===== src/rtl/tile_row_sprite_pixel_mixer_defines.svh =====
// Assertion macros for the tile row sprite pixel mixer.
`ifndef TILE_ROW_SPRITE_PIXEL_MIXER_DEFINES_SVH
`define TILE_ROW_SPRITE_PIXEL_MIXER_DEFINES_SVH

// Same-cycle implication, checked on every rising edge out of reset.
`define TRSPM_ASSERT_NOW(label, clk, rst_n, ante, cons) \
  label: assert property (@(posedge clk) disable iff (!rst_n) (ante) |-> (cons)) \
    else $error("tile row mixer assertion failed");

// Next-cycle implication, checked on every rising edge out of reset.
`define TRSPM_ASSERT_NEXT(label, clk, rst_n, ante, cons) \
  label: assert property (@(posedge clk) disable iff (!rst_n) (ante) |=> (cons)) \
    else $error("tile row mixer assertion failed");

`endif


===== src/rtl/trspm_pkg.sv =====
// Package for the tile row sprite pixel mixer: types, register codes, reset values.
`timescale 1ns / 1ps
`default_nettype none
package trspm_pkg;

  localparam int MAX_SPRITES_DEF = 3;
  localparam int PIX_PER_ROW     = 8;
  localparam int PIX_IDX_W       = 3;
  localparam int POS_W           = 8;
  localparam int CFG_IDX_W       = 3;
  localparam int CFG_DATA_W      = 8;
  localparam int SPRITE_X_BIAS   = 8;

  localparam logic [CFG_IDX_W-1:0] CFG_FINE_SCROLL  = 3'd0;
  localparam logic [CFG_IDX_W-1:0] CFG_BG_PALETTE   = 3'd1;
  localparam logic [CFG_IDX_W-1:0] CFG_OBJ_PALETTE0 = 3'd2;
  localparam logic [CFG_IDX_W-1:0] CFG_OBJ_PALETTE1 = 3'd3;
  localparam logic [CFG_IDX_W-1:0] CFG_BG_ENABLE    = 3'd4;
  localparam logic [CFG_IDX_W-1:0] CFG_OBJ_ENABLE   = 3'd5;

  localparam logic       REQ_LOAD = 1'b0;
  localparam logic       REQ_PUSH = 1'b1;

  localparam logic [2:0] RST_FINE_SCROLL  = 3'd0;
  localparam logic [7:0] RST_BG_PALETTE   = 8'd252;
  localparam logic [7:0] RST_OBJ_PALETTE0 = 8'd255;
  localparam logic [7:0] RST_OBJ_PALETTE1 = 8'd255;
  localparam logic       RST_BG_ENABLE    = 1'b1;
  localparam logic       RST_OBJ_ENABLE   = 1'b0;

  typedef struct packed {
    logic [7:0] x;
    logic       flip;
    logic       behind;
    logic       pal;
    logic [7:0] plo;
    logic [7:0] phi;
  } slot_t;

  function automatic logic [1:0] pal_shade(input logic [7:0] pal, input logic [1:0] idx);
    logic [1:0] s;
    unique case (idx)
      2'd0:    s = pal[1:0];
      2'd1:    s = pal[3:2];
      2'd2:    s = pal[5:4];
      default: s = pal[7:6];
    endcase
    return s;
  endfunction

endpackage
`default_nettype wire


===== src/rtl/tile_row_sprite_pixel_mixer.sv =====
// A load word writes one sprite slot and gives no result. A push word (one background
// tile row of eight pixels) is mixed one pixel per cycle while the output is not stalled:
// each step one pixel goes through the background, sprite priority and palette logic,
// and a pixel that gives a result is written into the output register. Pixels whose line
// position is below fine_scroll still step the pixel loop but give no result. The next
// word is taken in the cycle the last pixel of the current push is mixed; output stalls
// hold the pixel loop.
`timescale 1ns / 1ps
`default_nettype none
`include "tile_row_sprite_pixel_mixer_defines.svh"
module tile_row_sprite_pixel_mixer #(
  parameter int MAX_SPRITES = trspm_pkg::MAX_SPRITES_DEF
) (
  input  wire logic                             clk,
  input  wire logic                             rst_n,
  input  wire logic                             cfg_we,
  input  wire logic [trspm_pkg::CFG_IDX_W-1:0]  cfg_index,
  input  wire logic [trspm_pkg::CFG_DATA_W-1:0] cfg_wdata,
  input  wire logic                             in_valid,
  output logic                                  in_stall,
  input  wire logic                             in_req_type,
  input  wire logic [1:0]                       in_slot,
  input  wire logic [7:0]                       in_sprite_x,
  input  wire logic                             in_x_flip,
  input  wire logic                             in_behind_background,
  input  wire logic                             in_palette_select,
  input  wire logic [7:0]                       in_pattern_low,
  input  wire logic [7:0]                       in_pattern_high,
  input  wire logic [1:0]                       in_sprite_count,
  input  wire logic                             in_line_start,
  output logic                                  out_valid,
  input  wire logic                             out_stall,
  output logic [1:0]                            out_shade,
  output logic                                  out_last_of_tile
);

  localparam int PIX_IDX_W = trspm_pkg::PIX_IDX_W;
  localparam int POS_W     = trspm_pkg::POS_W;
  localparam logic [PIX_IDX_W-1:0] LAST_PIX = PIX_IDX_W'(trspm_pkg::PIX_PER_ROW - 1);

  // configuration
  logic [2:0] fine_scroll_r;
  logic [7:0] bg_palette_r;
  logic [7:0] obj_palette0_r;
  logic [7:0] obj_palette1_r;
  logic       bg_enable_r;
  logic       obj_enable_r;

  always_ff @(posedge clk) begin
    if (!rst_n) begin
      fine_scroll_r  <= trspm_pkg::RST_FINE_SCROLL;
      bg_palette_r   <= trspm_pkg::RST_BG_PALETTE;
      obj_palette0_r <= trspm_pkg::RST_OBJ_PALETTE0;
      obj_palette1_r <= trspm_pkg::RST_OBJ_PALETTE1;
      bg_enable_r    <= trspm_pkg::RST_BG_ENABLE;
      obj_enable_r   <= trspm_pkg::RST_OBJ_ENABLE;
    end else if (cfg_we) begin
      unique case (cfg_index)
        trspm_pkg::CFG_FINE_SCROLL:  fine_scroll_r  <= cfg_wdata[2:0];
        trspm_pkg::CFG_BG_PALETTE:   bg_palette_r   <= cfg_wdata;
        trspm_pkg::CFG_OBJ_PALETTE0: obj_palette0_r <= cfg_wdata;
        trspm_pkg::CFG_OBJ_PALETTE1: obj_palette1_r <= cfg_wdata;
        trspm_pkg::CFG_BG_ENABLE:    bg_enable_r    <= cfg_wdata[0];
        trspm_pkg::CFG_OBJ_ENABLE:   obj_enable_r   <= cfg_wdata[0];
        default: ;
      endcase
    end
  end

  // pixel loop state
  logic                 busy_r;
  logic [PIX_IDX_W-1:0] idx_r;
  logic [POS_W-1:0]     pos_r;
  logic [7:0]           bg_lo_r;
  logic [7:0]           bg_hi_r;
  logic [1:0]           count_r;
  trspm_pkg::slot_t     slots_r [MAX_SPRITES];

  logic       out_valid_r;
  logic [1:0] out_shade_r;
  logic       out_last_r;

  logic       out_free;
  logic       emit;
  logic       adv;
  logic       in_acc;
  logic       push_acc;
  logic       later_emit;
  logic [1:0] count_sat;
  logic [1:0] bg_idx;
  logic [1:0] pix_shade;
  logic       spr_hit;
  logic [1:0] spr_shade;

  assign out_free = !out_valid_r || !out_stall;
  assign emit     = pos_r >= POS_W'(fine_scroll_r);
  assign adv      = busy_r && (!emit || out_free);
  assign in_stall = busy_r && !(adv && idx_r == LAST_PIX);
  assign in_acc   = in_valid && !in_stall;
  assign push_acc = in_acc && in_req_type == trspm_pkg::REQ_PUSH;

  assign count_sat = (int'(in_sprite_count) > MAX_SPRITES) ? 2'(MAX_SPRITES) : in_sprite_count;

  // any later pixel of this row still on screen
  always_comb begin
    logic [PIX_IDX_W:0] j;
    logic [POS_W-1:0]   p;
    later_emit = 1'b0;
    for (int k = 1; k < trspm_pkg::PIX_PER_ROW; k++) begin
      j = {1'b0, idx_r} + (PIX_IDX_W + 1)'(k);
      p = pos_r + POS_W'(k);
      if (!j[PIX_IDX_W] && p >= POS_W'(fine_scroll_r)) later_emit = 1'b1;
    end
  end

  always_comb begin
    logic [PIX_IDX_W-1:0] b;
    b = ~idx_r;
    bg_idx = bg_enable_r ? {bg_hi_r[b], bg_lo_r[b]} : 2'd0;
  end

  // sprite overlay, lowest slot wins
  always_comb begin
    logic signed [9:0] off;
    logic [2:0]        sb;
    logic [1:0]        sidx;
    spr_hit   = 1'b0;
    spr_shade = 2'd0;
    for (int k = 0; k < MAX_SPRITES; k++) begin
      off  = $signed({2'b00, pos_r}) + $signed(10'(trspm_pkg::SPRITE_X_BIAS))
             - $signed({2'b00, slots_r[k].x}) - $signed({7'd0, fine_scroll_r});
      sb   = slots_r[k].flip ? off[2:0] : ~off[2:0];
      sidx = {slots_r[k].phi[sb], slots_r[k].plo[sb]};
      if (!spr_hit && k < int'(count_r) && off[9:3] == 7'd0 && sidx != 2'd0
          && (!slots_r[k].behind || bg_idx == 2'd0)) begin
        spr_hit   = 1'b1;
        spr_shade = trspm_pkg::pal_shade(slots_r[k].pal ? obj_palette1_r : obj_palette0_r,
                                         sidx);
      end
    end
  end

  assign pix_shade = (obj_enable_r && spr_hit) ? spr_shade
                                               : trspm_pkg::pal_shade(bg_palette_r, bg_idx);

  always_ff @(posedge clk) begin
    if (!rst_n) begin
      busy_r <= 1'b0;
      idx_r  <= '0;
      pos_r  <= '0;
    end else begin
      if (adv) begin
        idx_r <= idx_r + PIX_IDX_W'(1);
        pos_r <= pos_r + POS_W'(1);
        if (idx_r == LAST_PIX) busy_r <= 1'b0;
      end
      if (push_acc) begin
        busy_r <= 1'b1;
        idx_r  <= '0;
        if (in_line_start) pos_r <= '0;
      end
    end
  end

  always_ff @(posedge clk) begin
    if (push_acc) begin
      bg_lo_r <= in_pattern_low;
      bg_hi_r <= in_pattern_high;
      count_r <= count_sat;
    end
  end

  always_ff @(posedge clk) begin
    if (in_acc && in_req_type == trspm_pkg::REQ_LOAD) begin
      for (int k = 0; k < MAX_SPRITES; k++) begin
        if (int'(in_slot) == k) begin
          slots_r[k] <= '{x: in_sprite_x, flip: in_x_flip, behind: in_behind_background,
                          pal: in_palette_select, plo: in_pattern_low,
                          phi: in_pattern_high};
        end
      end
    end
  end

  always_ff @(posedge clk) begin
    if (!rst_n) begin
      out_valid_r <= 1'b0;
    end else if (adv && emit) begin
      out_valid_r <= 1'b1;
    end else if (!out_stall) begin
      out_valid_r <= 1'b0;
    end
  end

  always_ff @(posedge clk) begin
    if (adv && emit) begin
      out_shade_r <= pix_shade;
      out_last_r  <= !later_emit;
    end
  end

  assign out_valid        = out_valid_r;
  assign out_shade        = out_shade_r;
  assign out_last_of_tile = out_last_r;

  `TRSPM_ASSERT_NEXT(a_push_starts, clk, rst_n, push_acc, busy_r && idx_r == '0)
  `TRSPM_ASSERT_NEXT(a_idx_steps, clk, rst_n, adv && idx_r != LAST_PIX, busy_r && idx_r == $past(idx_r) + PIX_IDX_W'(1))
  `TRSPM_ASSERT_NEXT(a_row_ends, clk, rst_n, adv && idx_r == LAST_PIX && !push_acc, !busy_r)
  `TRSPM_ASSERT_NEXT(a_pixel_lands, clk, rst_n, adv && emit, out_valid_r)
  `TRSPM_ASSERT_NOW(a_idle_takes, clk, rst_n, !busy_r, !in_stall)

endmodule
`default_nettype wire

===== config.mk =====
export PLATFORM = sky130hd
export DESIGN_NAME = tile_row_sprite_pixel_mixer
export DESIGN_NICKNAME = d
export VERILOG_FILES = /design/src/rtl/trspm_pkg.sv /design/src/rtl/tile_row_sprite_pixel_mixer.sv
export VERILOG_INCLUDE_DIRS = /design/src /design/src/rtl
export SDC_FILE = /design/constraint.sdc
export NUM_CORES = 1
export LEC_CHECK = 0
export ABC_AREA = 1
export BUFFER_PORTS_ARGS = -buffer_cell sky130_fd_sc_hd__buf_2
export CORE_MARGIN = 10
export CORE_UTILIZATION = 30
export CTS_CLUSTER_DIAMETER = 40
export DETAILED_ROUTE_END_ITERATION = 10
export MAX_ROUTING_LAYER = met4
export PLACE_DENSITY = 0.55
export REMOVE_ABC_BUFFERS = 1
export SLEW_MARGIN = 0
export SYNTH_ARGS = -nofsm -noshare
export SYNTH_HDL_FRONTEND = slang
export SYNTH_SLANG_ARGS = --single-unit

===== constraint.sdc =====
create_clock -name clk -period 5.2 [get_ports clk]
set_input_delay 1.04 -clock clk [delete_from_list [all_inputs] [get_ports clk]]
set_output_delay 1.04 -clock clk [all_outputs]
set_load 0.02 [all_outputs]

==> impl_summary.log, run 1 <==
INFO  metric run_status = complete, no violations
INFO  metric die_w = 195 microns
INFO  metric cts_repair_resize_count = 0
INFO  metric timing.critical_path.from = pos_r[3]$_SDFF_PN0_
INFO  metric internal_power = 2.27 mW
INFO  metric report.final.setup_viol = 0
INFO  metric tightestPinTransition = 1010 ps
INFO  metric startpoint_type = flip-flop
INFO  metric endpoint = out_shade[1]$_DFFE_PP_
INFO  metric slowest_delay = 750 ps
INFO  metric post-route-util = 0.352
INFO  metric netlist_top_cells_area = sky130_fd_sc_hd__edfxtp_1 33%, sky130_fd_sc_hd__nand2_1 12%, sky130_fd_sc_hd__ha_1 9.8%, sky130_fd_sc_hd__dfxtp_1 9.2%, sky130_fd_sc_hd__inv_1 7.6%
INFO  metric fmax = 240 MHz
INFO  metric antenna_found_initial = 0
INFO  metric die_height = 195 microns
INFO  metric yosys_cell_types = 43
INFO  metric dominantRegCellSynth = sky130_fd_sc_hd__edfxtp_1
INFO  metric synthCells = 1119
INFO  metric port-buffer-count = 53
INFO  metric timing.max_slew.rel_slack = 0.321
INFO  metric final_worst_path_period_share = 0.803
INFO  metric yosysSeqAreaShare = 0.426
INFO  metric final_max_slew_viol_count = 0
INFO  metric synth.cell_area = 9160 sq um
INFO  metric drtPass1Iterations = 5
INFO  metric boundaryPins = 54
INFO  metric cts.clk_slew.worst_paths = 70 ps
INFO  metric clockBufferDepth = 2
INFO  metric setup-tns-final = 0 ps
INFO  metric synth-seq-cells = 144
INFO  metric start_util = 0.307
INFO  metric fin_worst_skew = 17.5 ps
INFO  metric gp_congestion = 0.915
INFO  metric placement_rows = 63
INFO  metric cts.hold.buffers_added = 0
INFO  metric track_usage = 0.143
INFO  metric power-per-cell-area = 342 nW/um^2
INFO  metric routed_wire_length_per_instance = 16.7 microns
INFO  metric vias = 7554
INFO  metric post-route-drc-count = 0
INFO  metric detail-route-antenna-nets = 0
INFO  metric synth_area_per_cell = 8.19 sq um
INFO  metric drt_iter0_markers = 515
INFO  metric power.leakage = 4.90 nW
INFO  metric die-area = 37900 sq um
INFO  metric via_count_of_the_first_global_routing_pass = 7375
INFO  metric grt_setup_unrepaired = no
INFO  metric power_switching = 1.32 mW
INFO  metric postCtsSetupBuffers = 0
INFO  metric worst_r2r_src = pos_r[3]$_SDFF_PN0_
INFO  metric crit_chain = ha_1 -> inv_1 -> nor2_1 -> xor2_1 -> ha_1 -> inv_1 -> ha_1 -> nand2_1 -> inv_1 -> a21oi_1 -> nand2_1 -> nand2_1 -> nand2_1 -> nor2_1 -> nand4_1 -> nor2_1 -> nor2_2 -> nand3_1 -> nand2_1 -> inv_1 -> nand2_1 -> nand2_1 -> nand2_1
INFO  metric hold_viol_final = 0
INFO  metric synthDominantAreaCellType = sky130_fd_sc_hd__edfxtp_1
INFO  metric max_cap_viol_count = 0
INFO  metric fill_cells = 3126
INFO  metric critical_path.most_common_cell = sky130_fd_sc_hd__nand2_1
INFO  metric vdd_ir_drop_max = 0.000223 V
INFO  metric core = 29900 sq um
INFO  metric layout.cells.most_common = sky130_fd_sc_hd__nand2_1
INFO  metric postSynth.asyncResetShare = 0
INFO  metric critical_path.reg2reg.endpoint = out_shade[1]$_DFFE_PP_
INFO  metric ctsRootBufferMaster = sky130_fd_sc_hd__clkbuf_16
INFO  metric finish.net_count = 1312
INFO  metric worst-endpoint-required = 5390 ps
INFO  metric worstPathMaxFanout = 18
INFO  metric clock_sinks = 144
INFO  metric worstSkewPairLatency = 440 ps
INFO  metric cts_tree = yes
INFO  metric synthDominantCellAreaShare = 0.334
INFO  metric grt_start_max_net_pins = 32
INFO  metric power.sequential.fraction = 0.363
INFO  metric timing.setup.critical_path_class = reg2reg
INFO  metric drt-vias-per-instance = 4.77
INFO  metric finalCriticalPeriod = 4170 ps
INFO  metric swShare = 0.367
INFO  metric power.clock.fraction = 0.347
INFO  metric worst_hold_path_type = reg2reg
INFO  metric synth-edff-count = 102
INFO  metric layout_common_cells = 287 x sky130_fd_sc_hd__nand2_1, 185 x sky130_fd_sc_hd__inv_1, 107 x sky130_fd_sc_hd__nand3_1
INFO  metric flow.area_growth_from_synthesis = 14.8%
INFO  metric r2r_setup_slack = 1030 ps
INFO  metric cts-buffers-inserted = 17
INFO  metric ant_diodes = 0
INFO  metric global_route.overflow_total = 0
INFO  metric critical-path-slowest-cell = sky130_fd_sc_hd__dfxtp_1
INFO  metric power.combinational.fraction = 0.290
INFO  metric routed_wirelength = 26400 microns
INFO  metric worstSetupEndpointType = flip-flop
INFO  metric worst_r2r_path_depth = 23
INFO  metric grt_pass1_wl = 41500 microns
INFO  metric h_tree_depth = 4
INFO  metric synthesis.yosys.warnings = 0
INFO  metric hpwl = 20700 microns
INFO  metric cp_data_arrival_time = 4370 ps
INFO  metric drive_above_1_share = 0.101
==> cell type report <==
type	count	area [sq um]	share of cell area
multi-input combinational	765	4470	0.425
sequential	144	3900	0.371
inverter	194	728	0.0692
tap	390	488	0.0464
clock buffer	17	425	0.0404
timing repair buffer	60	318	0.0302
clock inverter	15	185	0.0176
==> synth_stat cells, types with 2 or more instances <==
cell type,number
sky130_fd_sc_hd__a21o_1,4
sky130_fd_sc_hd__a21oi_1,51
sky130_fd_sc_hd__a221oi_1,2
sky130_fd_sc_hd__buf_2,2
sky130_fd_sc_hd__clkbuf_1,12
sky130_fd_sc_hd__clkinv_1,5
sky130_fd_sc_hd__dfxtp_1,42
sky130_fd_sc_hd__edfxtp_1,102
sky130_fd_sc_hd__fa_1,9
sky130_fd_sc_hd__ha_1,72
sky130_fd_sc_hd__inv_1,185
sky130_fd_sc_hd__inv_2,4
sky130_fd_sc_hd__nand2_1,287
sky130_fd_sc_hd__nand2_2,11
sky130_fd_sc_hd__nand2_4,2
sky130_fd_sc_hd__nand3_1,107
sky130_fd_sc_hd__nand3_2,4
sky130_fd_sc_hd__nand3b_1,11
sky130_fd_sc_hd__nand4_1,13
sky130_fd_sc_hd__nor2_1,45
sky130_fd_sc_hd__nor3_1,10
sky130_fd_sc_hd__nor4_1,3
sky130_fd_sc_hd__o2111ai_1,2
sky130_fd_sc_hd__o211ai_1,23
sky130_fd_sc_hd__o21a_1,3
sky130_fd_sc_hd__o21ai_0,50
sky130_fd_sc_hd__o21ai_1,4
sky130_fd_sc_hd__o221ai_1,4
sky130_fd_sc_hd__o22ai_1,4
sky130_fd_sc_hd__o31ai_1,3
sky130_fd_sc_hd__or2_2,2
sky130_fd_sc_hd__xnor2_1,8
sky130_fd_sc_hd__xor2_1,23
==> worst min-delay path by stage <==
stage / from / end / depth (start not counted)
2_1_floorplan: obj_enable_r$_SDFFE_PN0P_ / obj_enable_r$_SDFFE_PN0P_ / 2
3_3_place_gp: bg_palette_r[7]$_SDFFE_PN1P_ / bg_palette_r[7]$_SDFFE_PN1P_ / 2
3_5_place_dp: bg_palette_r[7]$_SDFFE_PN1P_ / bg_palette_r[7]$_SDFFE_PN1P_ / 2
4_1_cts: out_valid$_SDFFE_PN0P_ / out_valid$_SDFFE_PN0P_ / 2
5_1_grt: obj_enable_r$_SDFFE_PN0P_ / obj_enable_r$_SDFFE_PN0P_ / 2
6_report: bg_palette_r[5]$_SDFFE_PN1P_ / bg_palette_r[5]$_SDFFE_PN1P_ / 2
==> registers in the layout, indices dropped and copies added (netlist names) <==
register / count
bg_enable_r: 1
bg_hi_r: 8
bg_lo_r: 8
bg_palette_r: 8
busy_r: 1
count_r: 2
fine_scroll_r: 3
idx_r: 3
obj_enable_r: 1
obj_palette0_r: 8
obj_palette1_r: 8
out_last_of_tile: 1
out_shade: 2
out_valid: 1
pos_r: 8
slots_r: 81
==> worst max-delay path, delay by kind of cell, from the launching register on <==
family | cells | cell delay, ps
and+or+nand+nor | 14 | 1280
buffers and inverters | 4 | 310
adders and majority gates | 3 | 1040
DFF | 1 | 750
AOI/OAI and AO/OA | 1 | 180
xor gates and xnor gates | 1 | 370
==> logic make-up (layout without fill, tap and decap cells) <==
kind of cell / count (synthesis) / after routing / synth area share
xor gates and xnor gates: 31 / 31 / 0.0296
and+or+nand+nor: 497 / 497 / 0.238
DFF: 144 / 144 / 0.426
adders and majority gates: 81 / 81 / 0.118
buffers and inverters: 210 / 286 / 0.0875
AOI/OAI and AO/OA: 156 / 156 / 0.101
==> layer usage <==
metal  part of all wire  vias up  global-route usage
met4              0.011        0              0.0318
met1               0.49     3519               0.185
met3              0.045       21              0.0289
li1                   -     3850                   -
met5                  0        -                   -
met2               0.46      164               0.225
==> stage by stage <==
stage	setup WS, ps	power, mW	area (sq um)	cells	hold slack, ps
after global placement	1230	2.37	9910	1553	457
after detailed placement	1080	2.37	9910	1553	462
after global routing	658	3.83	10500	1585	501
after CTS	1070	3.63	10500	1585	477
final	1030	3.59	10500	1585	478
after floorplan	1110	2.07	9090	1103	423
==> power by group through the flow <==
stage,sequential [mW],clock (mW),combinational (mW)
final,1.31,1.25,1.04
after global routing,1.31,1.33,1.18
after CTS,1.30,1.28,1.04
after detailed placement,1.33,0,1.04
after global placement,1.33,0,1.03
after floorplan,1.33,0,0.740
No activity file was read; power rests on OpenSTA's default activity.
==> inputs of run 2 (changes only) <==
==> constraint.sdc (replaced) <==
create_clock -name clk -period 3.95 [get_ports clk]
set_input_delay 0.79 -clock clk [delete_from_list [all_inputs] [get_ports clk]]
set_output_delay 0.79 -clock clk [all_outputs]
set_load 0.02 [all_outputs]
==> run 2 against run 1 <==
Against the previous run:
- largest power group unchanged
- worst setup slack lost 770 ps
- flip-flop and latch count is the same
- first-iteration DRC count grew 28%
- largest cell class unchanged
- register-to-register slack lost 770 ps
- sequential power grew 31%
==> impl_summary.log, run 2 (same netlist as run 1, synthesis figures left out) <==
INFO  metric critical_path.most_common_cell = sky130_fd_sc_hd__nand2_1
INFO  metric cts.clk_slew.worst_paths = 70 ps
INFO  metric fill_cells = 3063
INFO  metric worst_r2r_src = fine_scroll_r[0]$_SDFFE_PN0P_
INFO  metric tightestPinTransition = 1060 ps
INFO  metric vias = 7715
INFO  metric boundaryPins = 54
INFO  metric post-route-drc-count = 0
INFO  metric power-per-cell-area = 445 nW/um^2
INFO  metric grt_setup_unrepaired = no
INFO  metric placement.cell_area = 10100 sq um
INFO  metric largest_register_ffs = 81
INFO  metric slowest_delay = 570 ps
INFO  metric fmax = 271 MHz
INFO  metric largest_register = slots_r
INFO  metric cp_data_arrival_time = 3880 ps
INFO  metric die-area = 37900 sq um
INFO  metric groute.layer.met2.usage = 0.213
INFO  metric swShare = 0.362
INFO  metric post-route-util = 0.361
INFO  metric critical-path-slowest-cell = sky130_fd_sc_hd__fa_1
INFO  metric drt_iter0_markers = 660
INFO  metric globalRouteMet1Util = 0.188
INFO  metric finalCriticalPeriod = 3690 ps
INFO  metric grt_pass1_wl = 41200 microns
INFO  metric drtPass1Iterations = 5
INFO  metric power.clock.fraction = 0.342
INFO  metric max_cap_viol_count = 0
INFO  metric h_tree_depth = 4
INFO  metric crit_chain = inv_1 -> buf_4 -> fa_1 -> inv_1 -> ha_1 -> inv_1 -> nand2_1 -> fa_2 -> xnor2_2 -> xor2_2 -> inv_1 -> nand3_1 -> nand2_2 -> buf_4 -> buf_4 -> nand3_1 -> nand3_1 -> nand2_1 -> nand2_1 -> clkinv_1 -> nand2_1 -> nand2_1 -> nand2_1
INFO  metric r2r_setup_slack = 260 ps
INFO  metric placement_rows = 63
INFO  metric ff_latch_area = 3910 sq um
INFO  metric global_route.overflow_total = 0
INFO  metric cts.hold.buffers_added = 0
INFO  metric vdd_ir_drop_max = 0.000277 V
INFO  metric clockBufferDepth = 2
INFO  metric cts_tree = yes
INFO  metric track_usage = 0.141
INFO  metric antenna_found_initial = 0
INFO  metric die_w = 195 microns
INFO  metric grt_start_max_net_pins = 32
INFO  metric internal_power = 3.06 mW
INFO  metric run_status = complete, no violations
INFO  metric flow.area_growth_from_synthesis = 17.6%
INFO  metric grt_util_met3 = 0.0239
INFO  metric ant_diodes = 0
INFO  metric final_design_area_no_fill = 10800 sq um
INFO  metric hpwl = 20300 microns
INFO  metric finish.net_count = 1334
INFO  metric critical_path.reg2reg.endpoint = out_shade[0]$_DFFE_PP_
INFO  metric timing.max_slew.rel_slack = 0.290
INFO  metric worstSkewPairLatency = 430 ps
INFO  metric drt-vias-per-instance = 4.80
INFO  metric gp_congestion = 0.985
INFO  metric worst-endpoint-required = 4140 ps
INFO  metric die_height = 195 microns
INFO  metric worstSetupEndpointType = flip-flop
INFO  metric routed_wire_length_per_instance = 16.4 microns
INFO  metric hold_viol_final = 0
INFO  metric power_switching = 1.73 mW
INFO  metric fin_worst_skew = 8.99 ps
INFO  metric worst_hold_path_type = reg2reg
INFO  metric cts-buffers-inserted = 17
INFO  metric via_count_of_the_first_global_routing_pass = 7382
INFO  metric final_worst_path_period_share = 0.935
INFO  metric endpoint = out_shade[0]$_DFFE_PP_
INFO  metric detail-route-antenna-nets = 0
INFO  metric routed_wirelength = 26300 microns
INFO  metric clock_sinks = 144
INFO  metric core = 29900 sq um
INFO  metric layout_common_cells = 287 x sky130_fd_sc_hd__nand2_1, 183 x sky130_fd_sc_hd__inv_1, 107 x sky130_fd_sc_hd__nand3_1
INFO  metric report.final.setup_viol = 0
INFO  metric worstPathMaxFanout = 4
INFO  metric timing.critical_path.from = fine_scroll_r[0]$_SDFFE_PN0P_
INFO  metric top_usage_layer = met2
INFO  metric timing.setup.critical_path_class = reg2reg
INFO  metric layout.cells.most_common = sky130_fd_sc_hd__nand2_1
INFO  metric multi_input_area = 4520 sq um
INFO  metric final_max_slew_viol_count = 0
INFO  metric ctsRootBufferMaster = sky130_fd_sc_hd__clkbuf_16
INFO  metric start_util = 0.307
INFO  metric port-buffer-count = 53
INFO  metric power.sequential.fraction = 0.356
INFO  metric power.combinational.fraction = 0.302
INFO  metric startpoint_type = flip-flop
INFO  metric drive_above_1_share = 0.126
INFO  metric power.leakage = 5.04 nW
INFO  metric worst_r2r_path_depth = 23
[run 2: critical path: cells and delay by family, from the launching register on]
kind / cells / cell delay [ps]
xor+xnor: 2 / 440
fa+ha+maj: 3 / 1180
buf+inv: 8 / 730
flops: 1 / 350
simple gates: 10 / 770
[run 2: stage by stage]
step | worst slack, ps | power [mW] | std cells | TNS (ps) | hold slack [ps]
floorplan | -139 | 2.72 | 1103 | -7490 | 423
detailed placement | 112 | 3.12 | 1571 | 0 | 460
global placement | 175 | 3.11 | 1571 | 0 | 456
finish | 257 | 4.79 | 1607 | 0 | 471
CTS | 81.2 | 4.77 | 1603 | 0 | 472
global route | 5.41 | 5.10 | 1607 | 0 | 496
[run 2: power groups by stage]
stage	clock network, mW	logic [mW]	registers (mW)
final	1.64	1.45	1.71
after global routing	1.75	1.65	1.71
after CTS	1.68	1.39	1.70
after detailed placement	0	1.38	1.74
after global placement	0	1.37	1.74
after floorplan	0	0.974	1.74
[run 2: repair_timing]
| item | 4_1_cts | 5_1_grt |
|---|---|---|
| endpoints found under the hold margin | 0 | 0 |
| resized for setup | 0 | 11 |
| buffers inserted | 0 | 4 |
| setup endpoints to repair | 0 | 2 |
[run 2: worst min path at each step]
stage	startpoint	endpoint	slack [ps]	cells after the start
after floorplan	obj_enable_r$_SDFFE_PN0P_	obj_enable_r$_SDFFE_PN0P_	420	2
after global placement	bg_palette_r[7]$_SDFFE_PN1P_	bg_palette_r[7]$_SDFFE_PN1P_	460	2
after detailed placement	bg_palette_r[4]$_SDFFE_PN1P_	bg_palette_r[4]$_SDFFE_PN1P_	460	2
after CTS	out_valid$_SDFFE_PN0P_	out_valid$_SDFFE_PN0P_	470	2
after global routing	out_valid$_SDFFE_PN0P_	out_valid$_SDFFE_PN0P_	500	2
final	out_valid$_SDFFE_PN0P_	out_valid$_SDFFE_PN0P_	470	2
[run 2: final cells by class]
type | instances | share of cell area
Clock inverter | 15 | 0.0170
Sequential cell | 144 | 0.362
Tap cell | 390 | 0.0453
Timing Repair Buffer | 82 | 0.0483
Clock buffer | 17 | 0.0395
Inverter | 194 | 0.0676
Multi-Input combinational cell | 765 | 0.420
[run 2: per-layer routing]
| layer | part of all wire | routed length (microns) |
|---|---|---|
| met4 | 0.021 | 548 |
| met2 | 0.44 | 11700 |
| met1 | 0.48 | 12700 |
| met3 | 0.054 | 1430 |
| met5 | 0 | 0 |
==> inputs of run 3 (changes only) <==
--- a/config.mk
+++ b/config.mk
@@ -15,7 +15,7 @@
 export MAX_ROUTING_LAYER = met4
 export PLACE_DENSITY = 0.55
 export REMOVE_ABC_BUFFERS = 1
-export SLEW_MARGIN = 0
+export SLEW_MARGIN = 10
 export SYNTH_ARGS = -nofsm -noshare
 export SYNTH_HDL_FRONTEND = slang
 export SYNTH_SLANG_ARGS = --single-unit
==> constraint.sdc (replaced) <==
create_clock -name clk -period 4.6 [get_ports clk]
set_input_delay 0.92 -clock clk [delete_from_list [all_inputs] [get_ports clk]]
set_output_delay 0.92 -clock clk [all_outputs]
set_load 0.02 [all_outputs]
==> run 3 against run 2 <==
Against the previous run:
- worst hold slack gained 4.5 ps
- core utilization shrank 0.87 points
- flip-flop and latch count is the same
- global-route usage shrank 0.17 points
- non-clock buffer count shrank 18
- count of clock-buffer cells in the layout is the same
- combinational power shrank 19%
- critical path depth shrank 3
- fmax shrank 6.2%
- critical path type unchanged
- largest power group unchanged
==> impl_summary.log, run 3 (same netlist as run 1, synthesis figures left out) <==
INFO  metric max_cap_viol_count = 0
INFO  metric largest_register = slots_r
INFO  metric via_count_of_the_first_global_routing_pass = 7341
INFO  metric start_util = 0.307
INFO  metric layout.cells.most_common = sky130_fd_sc_hd__nand2_1
INFO  metric slowest_delay = 530 ps
INFO  metric timing.max_slew.rel_slack = 0.333
INFO  metric worst_r2r_path_depth = 20
INFO  metric cts_repair_resize_count = 0
INFO  metric internal_power = 2.60 mW
INFO  metric core = 29900 sq um
INFO  metric fmax = 254 MHz
INFO  metric vdd_ir_drop_max = 0.000262 V
INFO  metric top_layer_used = met4
INFO  metric run_status = complete, no violations
INFO  metric power.combinational.fraction = 0.292
INFO  metric post-route-drc-count = 0
INFO  metric hpwl = 20200 microns
INFO  metric cp_num_buf_inv = 5
INFO  metric grt_setup_unrepaired = no
INFO  metric routed_wirelength = 25900 microns
INFO  metric route.layer.met1.wl = 12800 microns
INFO  metric power_switching = 1.43 mW
INFO  metric layout_common_cells = 287 x sky130_fd_sc_hd__nand2_1, 185 x sky130_fd_sc_hd__inv_1, 107 x sky130_fd_sc_hd__nand3_1
INFO  metric timing.setup.critical_path_class = reg2reg
INFO  metric crit_chain = buf_4 -> fa_1 -> inv_1 -> ha_1 -> nor2_1 -> inv_1 -> fa_1 -> xor2_1 -> inv_1 -> nand3_1 -> nand2_1 -> o21ai_1 -> nand2_1 -> nand3_2 -> nand2_1 -> o21bai_1 -> nand2_1 -> inv_2 -> nand2_1 -> nand2_1
INFO  metric cts_tree = yes
INFO  metric swShare = 0.355
INFO  metric power.leakage = 4.90 nW
INFO  metric boundaryPins = 54
INFO  metric startpoint_type = flip-flop
INFO  metric drive_above_1_share = 0.104
INFO  metric ctsRootBufferMaster = sky130_fd_sc_hd__clkbuf_16
INFO  metric power.sequential.fraction = 0.365
INFO  metric drt-vias-per-instance = 4.72
INFO  metric drtPass1Iterations = 5
INFO  metric final_worst_path_period_share = 0.856
INFO  metric report.final.setup_viol = 0
INFO  metric finish.net_count = 1316
INFO  metric critical_path.most_common_cell = sky130_fd_sc_hd__nand2_1
INFO  metric setup-tns-final = 0 ps
INFO  metric die_w = 195 microns
INFO  metric wl_met3 = 1110 microns
INFO  metric die-area = 37900 sq um
INFO  metric hold_viol_final = 0
INFO  metric cts.hold.buffers_added = 0
INFO  metric track_usage = 0.139
INFO  metric detail-route-antenna-nets = 0
INFO  metric power-per-cell-area = 383 nW/um^2
INFO  metric largest_register_ffs = 81
INFO  metric antenna_found_initial = 1
INFO  metric placement_rows = 63
INFO  metric die_height = 195 microns
INFO  metric cp_data_arrival_time = 4140 ps
INFO  metric flow.area_growth_from_synthesis = 14.7%
INFO  metric tightestPinTransition = 997 ps
INFO  metric worstSkewPairLatency = 440 ps
INFO  metric fin_worst_skew = 13.1 ps
INFO  metric port-buffer-count = 53
INFO  metric worstPathMaxFanout = 10
INFO  metric finalCriticalPeriod = 3940 ps
INFO  metric final_max_slew_viol_count = 0
INFO  metric cts.clk_slew.worst_paths = 70 ps
INFO  metric worst-endpoint-required = 4800 ps
INFO  metric critical-path-slowest-cell = sky130_fd_sc_hd__fa_1
INFO  metric clockBufferDepth = 2
INFO  metric worstSetupEndpointType = flip-flop
INFO  metric drt_iter0_markers = 514
INFO  metric cts-buffers-inserted = 17
INFO  metric grt_pass1_wl = 40600 microns
INFO  metric h_tree_depth = 4
INFO  metric clock_sinks = 144
INFO  metric routed_wire_length_per_instance = 16.3 microns
INFO  metric critical_path_depth = 20
INFO  metric fill_cells = 3103
INFO  metric postCtsSetupBuffers = 0
INFO  metric power.clock.fraction = 0.343
INFO  metric worst_hold_path_type = reg2reg
INFO  metric gp_congestion = 0.918
INFO  metric whs_path_depth = 2
INFO  metric grt_start_max_net_pins = 32
INFO  metric post-route-util = 0.352
INFO  metric vias = 7507
INFO  metric worst_path_dominant_cell_family = adder cells
INFO  metric total_met2_wirelength_after_detailed_routing = 11600 microns
INFO  metric global_route.overflow_total = 0
## run 3: worst min-delay path, delay by kind of cell (launching register included)
family           cells  cell delay (ps)
DFF                  1              330
and+or+nand+nor      2              130
## run 3: metal layers
metal | vias up | global-route usage
li1 | 3858 | -
met1 | 3472 | 0.186
met2 | 150 | 0.209
met3 | 27 | 0.0268
met4 | 0 | 0.0400
met5 | - | -
## run 3: layout make-up
type	count	area [sq um]	share of cell area
multi-input cells	765	4470	0.425
flip-flops and latches	144	3900	0.371
inverters	194	728	0.0693
well taps	390	488	0.0464
clock buffers	17	425	0.0405
repair buffers	64	348	0.0331
clock inverters	14	149	0.0142
diodes	1	2.50	0.000238
## run 3: through the flow
| step | hold slack (ps) | std cells | worst slack [ps] | area (sq um) | power [mW] |
|---|---|---|---|---|---|
| after floorplan | 423 | 1103 | 511 | 9090 | 2.33 |
| after global placement | 456 | 1557 | 729 | 9940 | 2.66 |
| after detailed placement | 465 | 1557 | 691 | 9940 | 2.67 |
| after CTS | 481 | 1588 | 654 | 10500 | 4.05 |
| after global routing | 505 | 1589 | 302 | 10500 | 4.27 |
| final | 476 | 1589 | 663 | 10500 | 4.02 |
## run 3: final timing paths
kind / from / to / slack (ps)
worst max register to register: pos_r[0]$_SDFF_PN0_ / out_shade[1]$_DFFE_PP_ / 660
worst min register to register: bg_palette_r[7]$_SDFFE_PN1P_ / bg_palette_r[7]$_SDFFE_PN1P_ / 480
worst min-delay path: bg_palette_r[7]$_SDFFE_PN1P_ / bg_palette_r[7]$_SDFFE_PN1P_ / 480
worst max-delay path: pos_r[0]$_SDFF_PN0_ / out_shade[1]$_DFFE_PP_ / 660
## run 3: power by group through the flow
stage	Sequential, mW	Combinational (mW)	Clock, mW
2_1_floorplan	1.50	0.836	0
3_3_place_gp	1.50	1.16	0
3_5_place_dp	1.50	1.17	0
4_1_cts	1.47	1.18	1.41
5_1_grt	1.47	1.34	1.46
6_report	1.47	1.18	1.38
